$ cat src/rtl/mpsm_ram.sv
`timescale 1ns / 1ps
// ----------------------------------------------------------------------------
// mpsm_ram
// Generic single-port RAM with a registered read.
// ----------------------------------------------------------------------------
module mpsm_ram #(
  parameter int WIDTH = 8,
  parameter int DEPTH = 16
) (
  input  logic                     clk,
  input  logic                     we,
  input  logic [$clog2(DEPTH)-1:0] addr,
  input  logic [WIDTH-1:0]         wdata,
  output logic [WIDTH-1:0]         rdata
);

  logic [WIDTH-1:0] mem [DEPTH];

  always_ff @(posedge clk) begin
    if (we) begin
      mem[addr] <= wdata;
    end
    rdata <= mem[addr];
  end

endmodule

$ cat config.mk
export PLATFORM = sky130hd
export DESIGN_NAME = mpsm_ram
export DESIGN_NICKNAME = d
export VERILOG_FILES = /design/src/rtl/mpsm_ram.sv
export SDC_FILE = /design/constraint.sdc
export NUM_CORES = 1
export LEC_CHECK = 0
export BUFFER_PORTS_ARGS = -buffer_cell sky130_fd_sc_hd__buf_4
export CAP_MARGIN = 20
export CORE_MARGIN = 8
export CORE_UTILIZATION = 65
export CTS_CLUSTER_SIZE = 10
export DETAILED_ROUTE_END_ITERATION = 16
export MAX_ROUTING_LAYER = met4
export PLACE_DENSITY = 0.83
export SYNTH_ARGS = -nofsm -noshare
export SYNTH_HDL_FRONTEND = slang
export SYNTH_SLANG_ARGS = --single-unit
$ cat constraint.sdc
create_clock -name clk -period 3.55 [get_ports clk]
set_input_delay 0 -clock clk [delete_from_list [all_inputs] [get_ports clk]]
set_output_delay 0 -clock clk [all_outputs]
set_load 0.01 [all_outputs]
==> key figures, run 1 <==
Yosys
  – Syn Nets: approximately 240
  – Netlist cell types: 18
  – Synth Flop Type: edfxtp_1
  – Synthesized area: 5070 um2
  – Syn Inst Count: 230
  – Mean post-synth cell area: 22.0 um2
  – Seq/Total Area, Yosys: about 79%
  – Synth Warn #: 0
  – Synth async-reset ratio: 0%
  – Number of synthesized flops with an enable pin: 128
  – Synthesized flop and latch total: 136

Worst setup path
  – Crit-path max FO: 1
  – Max incr delay on CP: slightly below 0.5 ns
  – Crit-path slowest cell: mux4_2
  – CP startpoint: mem[0][7]$_DFFE_PP_
  – CP arrival: 1.82 ns
  – Reg2Reg Depth: 3
  – Startpoint types: flop
  – Critical-path cell list: mux4_2 > a22oi_1 > nand2_1
  – CP Class: flop to flop
  – Crit end category: flop
  – R2r setup slk: 2.12 ns
  – Worst r2r src: mem[0][7]$_DFFE_PP_
  – Critical Path RT: 3.94 ns
  – Reg2reg end: rdata[7]$_DFF_P_

Routing
  – Met2 WL: 5400 um
  – Drt pass-1 iters: 5
  – DR vias/cell: roughly 6.4
  – DR iter-0 viols: 296
  – Met3 wire length: 857 um
  – DR top layer: met4
  – # DRC: 0
  – Final wirelength: 10100 um
  – Routed via count: 2471
  – Post-route ant nets: 0
  – Met1 Wirelength: 3710 um
  – Drt wl/cell: 26.2 um

Finish
  – Nets: 285
  – Layout cells sized above 1: 31.0%
  – Most frequent cells in the layout: edfxtp_1, mux4_2, buf_4
  – Final design instance area without fill: 6030 um2
  – Commonest non-fill, non-tap cell in the layout: edfxtp_1
  – Layout area overhead: 18.9%
  – Post-layout util: between 70% and 80%
  – ANT cells: 0

Clock tree
  – CTS root buf: clkbuf_8
  – Clock sink count: 136
  – Total CTS buffers: 17
  – Skew-Pair Late Insertion Delay: between 0.5 and 0.6 ns
  – Post-CTS setup buffer count: 0
  – CTS tree: yes
  – H-tree depth: 4
  – Bufs on Longest Clock Path: 2
  – Clock-pin slew on the worst setup and hold paths: 0.06 ns

Hold path
  – Worst Hold End: mem[0][6]$_DFFE_PP_
  – Hold Path Depth: 3
  – Hold path startpoint: addr[3]
  – HP Class: input port to flop

Placed design
  – HPWL Detailed: 5720 um
  – Gp weighted congestion: a little under 0.9
  – PortBufs: 21
  – Placed inst area: 5310 um2

Timing
  – Hold Vio Cnt, Final: 0
  – Worst Max-Slew Pin Slew: approximately 0.80 ns
  – Fin crit share: a little over 40%
  – Slew Viols, Final: 0
  – RSZ-0062 raised after global routing: no
  – Setup TNS: 0 ns
  – Crit path time final: approximately 1.4 ns
  – F_max: 698 MHz
  – Worst Clk Skew: 0.0121 ns
  – Setup Viol. Count Final: 0
  – Max transition margin: 46.8%

Power
  – Internal Power: 3.07 mW
  – Max VDD drop: 0.451 mV
  – Comb pwr share: 4.8%
  – P per Cell Area: 633 nW/um2
  – NetSw: 745 uW
  – Pleak: 1.99 nW
  – Clk network pwr share: 47.8%
  – Sw Share: 19.5%
  – Sequential Power Share: a little under half

Floorplanning
  – Die Area: 10900 um2
  – Initial Util: roughly two thirds
  – I/O Pins: 22
  – Die width: 104 um
  – Core Region: 7650 um2
  – # rows: 32
  – DIE HEIGHT: 104 um

Global route
  – GRT Resource Usage Total: around a fifth
  – Initial antenna violation count: 0
  – Total congestion overflow: 0
  – First-pass GRT wire length: ~16000 um
  – Largest net degree at the start of global routing: 40
  – Number of global-route vias before repair: 2600

Run
  – Max-Cap Viols: 0

Outcome
  – Status: completed
-- logic make-up (layout without fill, tap and decap cells) --
group | Yosys count | after routing | share of synthesized area (%)
buffers and inverters | 11 | 65 | 1.19
AND/OR/NAND/NOR | 35 | 35 | 3.21
AO/OA/AOI/OAI | 16 | 16 | 2.37
multiplexers | 32 | 32 | 14.2
flip-flops | 136 | 136 | 79.0
-- area by class of cell --
cell class                 instances  area [um2]
sequential                       136        4000
multi-input combinational         83        1000
fill                             357        1620
tap                              102         128
clock buffer                      21         459
clock inverter                    11         169
timing repair buffer              33         263
-- flip-flops by register name (all words and copies together), names as in the netlist --
register and count:
rdata 8, mem 128
-- synthesized netlist by cell type (2+ instances only) --
library cell    n  area [um2]
buf_2           2        10.0
edfxtp_1      128        3840
nor2b_1         2        12.5
nand3b_1        2        15.0
mux4_2         32         721
nor3_1          4        20.0
nand2_1         9        33.8
nor2_1         13        48.8
buf_6           2        22.5
a22oi_1        16         120
clkbuf_1        2        7.51
buf_1           4        15.0
dfxtp_1         8         160
nand2b_1        2        12.5
-- how the worst max path moves through the flow --
stage | endpoint | slack (ns)
global route | rdata[5]$_DFF_P_ | 2.04
CTS | rdata[7]$_DFF_P_ | 2.15
detailed placement | mem[0][5]$_DFFE_PP_ | 1.62
floorplan | mem[0][0]$_DFFE_PP_ | 2.06
global placement | mem[0][4]$_DFFE_PP_ | 1.66
finish | rdata[7]$_DFF_P_ | 2.12
-- power groups by stage --
stage                     Combinational, mW  Clock [mW]  Sequential, mW
after floorplan                      0.0925           0            1.84
after global placement                0.170           0            1.84
after detailed placement              0.174           0            1.84
after CTS                             0.185        1.84            1.81
after global routing                  0.196        1.92            1.81
final                                 0.185        1.82            1.81
-- metal layers --
metal / GRT usage [%] / vias to the layer above
met2: 33.4 / 161
met4: 8.27 / 0
met5: - / -
li1: - / 1045
met3: 5.76 / 21
met1: 24.0 / 1244
-- critical path, delay by kind of cell (launching register included) --
kind / cells / cell delay [ns]
multiplexers: 1 / 0.49
flip-flops: 1 / 0.38
AO/OA/AOI/OAI: 1 / 0.34
AND/OR/NAND/NOR: 1 / 0.11
-- metrics by stage --
stage	cells	hold slack [ns]	setup slack [ns]	power [mW]
after floorplan	230	0.0989	2.06	1.93
after global placement	342	0.317	1.66	2.01
after detailed placement	345	0.335	1.62	2.01
after CTS	385	0.0606	2.15	3.83
after global routing	386	0.0745	2.04	3.92
final	386	0.0766	2.12	3.82
-- timing repair --
item                      CTS  global route
hold buffers                8             0
gates resized for setup     0             0
hold endpoints to repair  128             0
No activity file was read; power rests on OpenSTA's default activity.
==> run 2: changes to the inputs <==
- CORE_UTILIZATION: 65 -> 60
- PLACE_DENSITY: 0.83 -> 0.78
- clock period: 3.55 -> 1.4 ns (I/O delays scaled with it)
==> run 2 against run 1 <==
Fmax up 7.7%. Cell area up 4.4%. Worst hold slack better by 0.032 ns. Critical path depth did not move. Via count up 1.1%. Count of clock-buffer cells in the layout decreased by 3. Setup slack worse by 2.0 ns. Largest cell class unchanged. Flip-flop and latch count stayed put. Combinational power grew to 2.7 times the previous value. Clock skew down 0.0045 ns.
==> key figures, run 2 (synthesis gave the netlist of run 1 again) <==
Timing
  – F_max: 752 MHz (+7.7%)
  – Hold_ws: 0.109 ns (+0.0322 ns)
  – Max transition margin: 41.8% (-5.0 points)
  – Hold Vio Cnt, Final: 0 (unchanged)
  – Fin crit share: 95.0% (+55 points)
  – RSZ-0062 raised after global routing: no
  – Setup TNS: 0 ns (unchanged)
  – Worst Max-Slew Pin Slew: 0.870 ns (+0.0747 ns)
  – Crit path time final: 1.33 ns (-0.103 ns)
  – Slew Viols, Final: 0 (unchanged)
  – Worst Clk Skew: 0.00764 ns (-0.00448 ns)
  – Setup Viol. Count Final: 0 (unchanged)

Clock tree
  – Clock-pin slew on the worst setup and hold paths: 0.06 ns (about the same)
  – Skew-Pair Late Insertion Delay: 0.53 ns (about the same)
  – CTS tree: yes
  – Post-CTS setup buffer count: 0 (unchanged)
  – Total CTS buffers: 17 (unchanged)
  – H-tree depth: 4 (unchanged)
  – Clock sink count: 136 (unchanged)
  – CTS root buf: clkbuf_8
  – Bufs on Longest Clock Path: 2 (unchanged)

Worst setup path
  – Crit end category: flop
  – CP startpoint: mem[3][2]$_DFFE_PP_
  – CP Class: flop to flop
  – CP arrival: 1.74 ns (-0.08 ns)
  – Critical Path RT: 1.81 ns (-2.13 ns)
  – Worst r2r src: mem[3][2]$_DFFE_PP_
  – Startpoint types: flop
  – Crit-path max FO: 1 (unchanged)

Power
  – Pleak: 2.14 nW (+7.6%)
  – P per Cell Area: 1570 nW/um2 (+150%)
  – Max VDD drop: 1.22 mV (+170%)

Finish
  – Fillers: 434 (+22%)
  – Top reg by flops: mem
  – Commonest non-fill, non-tap cell in the layout: edfxtp_1
  – Area of the multi-input gates: 1020 um2 (+1.2%)
  – Layout cells sized above 1: 38.2% (+7.2 points)
  – ANT cells: 0 (unchanged)
  – Register area: 4000 um2 (unchanged)
  – Nets: 310 (+8.8%)
  – Largest registers: mem (128), rdata (8)
  – Finished Layout Cells: 414 (+7.3%)
  – Most frequent cells in the layout: edfxtp_1, buf_4, mux4_2
  – Largest register FFs: 128 (unchanged)
  – Layout area overhead: 24.2%

Run
  – Max-Cap Viols: 0 (unchanged)

Floorplanning
  – DIE HEIGHT: 108 um (+3.5%)
  – Initial Util: 61.7% (-4.6 points)
  – Core Region: 8220 um2 (+7.4%)
  – # rows: 33 (+3.1%)
  – Die width: 108 um (+3.5%)
  – I/O Pins: 22 (unchanged)
  – Die Area: 11600 um2 (+7.0%)

Routing
  – # DRC: 0 (unchanged)
  – Drt wl/cell: 24.7 um (-6.1%)
  – Final wirelength: 10200 um (+0.75%)
  – Drt pass-1 iters: 4 (-1)
  – Routed via count: 2498 (+1.1%)
  – DR iter-0 viols: 215 (-27%)
  – Post-route ant nets: 0 (unchanged)
  – DR vias/cell: 6.03 (-5.7%)

Global route
  – First-pass GRT wire length: 15800 um (-0.17%)
  – Number of global-route vias before repair: 2732 (+5.1%)
  – Initial antenna violation count: 0 (unchanged)
  – Largest net degree at the start of global routing: 27 (-33%)
  – Total congestion overflow: 0 (unchanged)
  – GRT Resource Usage Total: 19.9% (-0.81 points)

Placed design
  – Gp weighted congestion: 0.853 (-4.7%)
  – Cells after DPL: 374 (+8.4%)
  – HPWL Detailed: 5990 um (+4.8%)
  – PortBufs: 21 (unchanged)

Hold path
  – Hold path startpoint: addr[3]
  – HP Class: input port to flop

Outcome
  – Status: completed
## run 2: cell count changes in the layout (fill, tap and decap cells not counted), moves of 2 or more
cell,previous run,this run
buf_12,0,3
clkbuf_8,4,2
buf_4,23,47
clkinv_4,1,4
buf_2,2,0
## run 2: cell type report
class | instances | share of cell area (%)
sequential | 136 | 63.6
tap | 105 | 2.09
timing repair buffer | 58 | 7.83
clock buffer | 18 | 6.80
clock inverter | 14 | 3.52
multi-input combinational | 83 | 16.1
## run 2: metal layers
| metal | GRT usage [%] | wire, um |
|---|---|---|
| met4 | 8.72 | 177 |
| met5 | - | 0 |
| met1 | 22.6 | 3970 |
| met2 | 31.8 | 5380 |
| met3 | 6.23 | 681 |
## run 2: stage by stage
| step | power (mW) | util, % | instance area [um2] | setup WS [ns] |
|---|---|---|---|---|
| global route | 10.1 | 76.6 | 6290 | 0.00212 |
| global placement | 5.13 | 67.7 | 5560 | -0.0643 |
| CTS | 9.93 | 76.5 | 6290 | 0.0431 |
| detailed placement | 5.15 | 67.7 | 5560 | -0.0696 |
| floorplan | 4.91 | - | 5070 | -0.0381 |
| finish | 9.88 | 76.6 | 6290 | 0.0696 |
## run 2: worst max-delay path: stages (launching register included)
cell	delay, ns
edfxtp_1	0.36
mux4_2	0.48
a22oi_1	0.29
nand2_1	0.08
## run 2: repair_timing
action                     4_1_cts  5_1_grt
hold endpoints to repair       128        0
gates resized for setup          0        1
hold buffers                     8        0
setup endpoints to repair        0        1
## run 2: path summary, 6_finish.rpt
check             cells past startpoint               end  slack [ns]
hold reg to reg                       3  rdata[2]$_DFF_P_        0.69
hold / removal                        5  rdata[4]$_DFF_P_        0.11
setup reg to reg                      3  rdata[2]$_DFF_P_        0.07
setup / recovery                      3  rdata[2]$_DFF_P_        0.07
## run 2: power breakdown
group | switching [mW] | internal [mW] | total (mW) | leakage, nW
clock network | 1.67 | 3.13 | 4.80 | 0.308
logic | 0.261 | 0.244 | 0.505 | 0.607
registers | 0.0305 | 4.55 | 4.58 | 1.22
total | 1.96 | 7.93 | 9.88 | 2.14
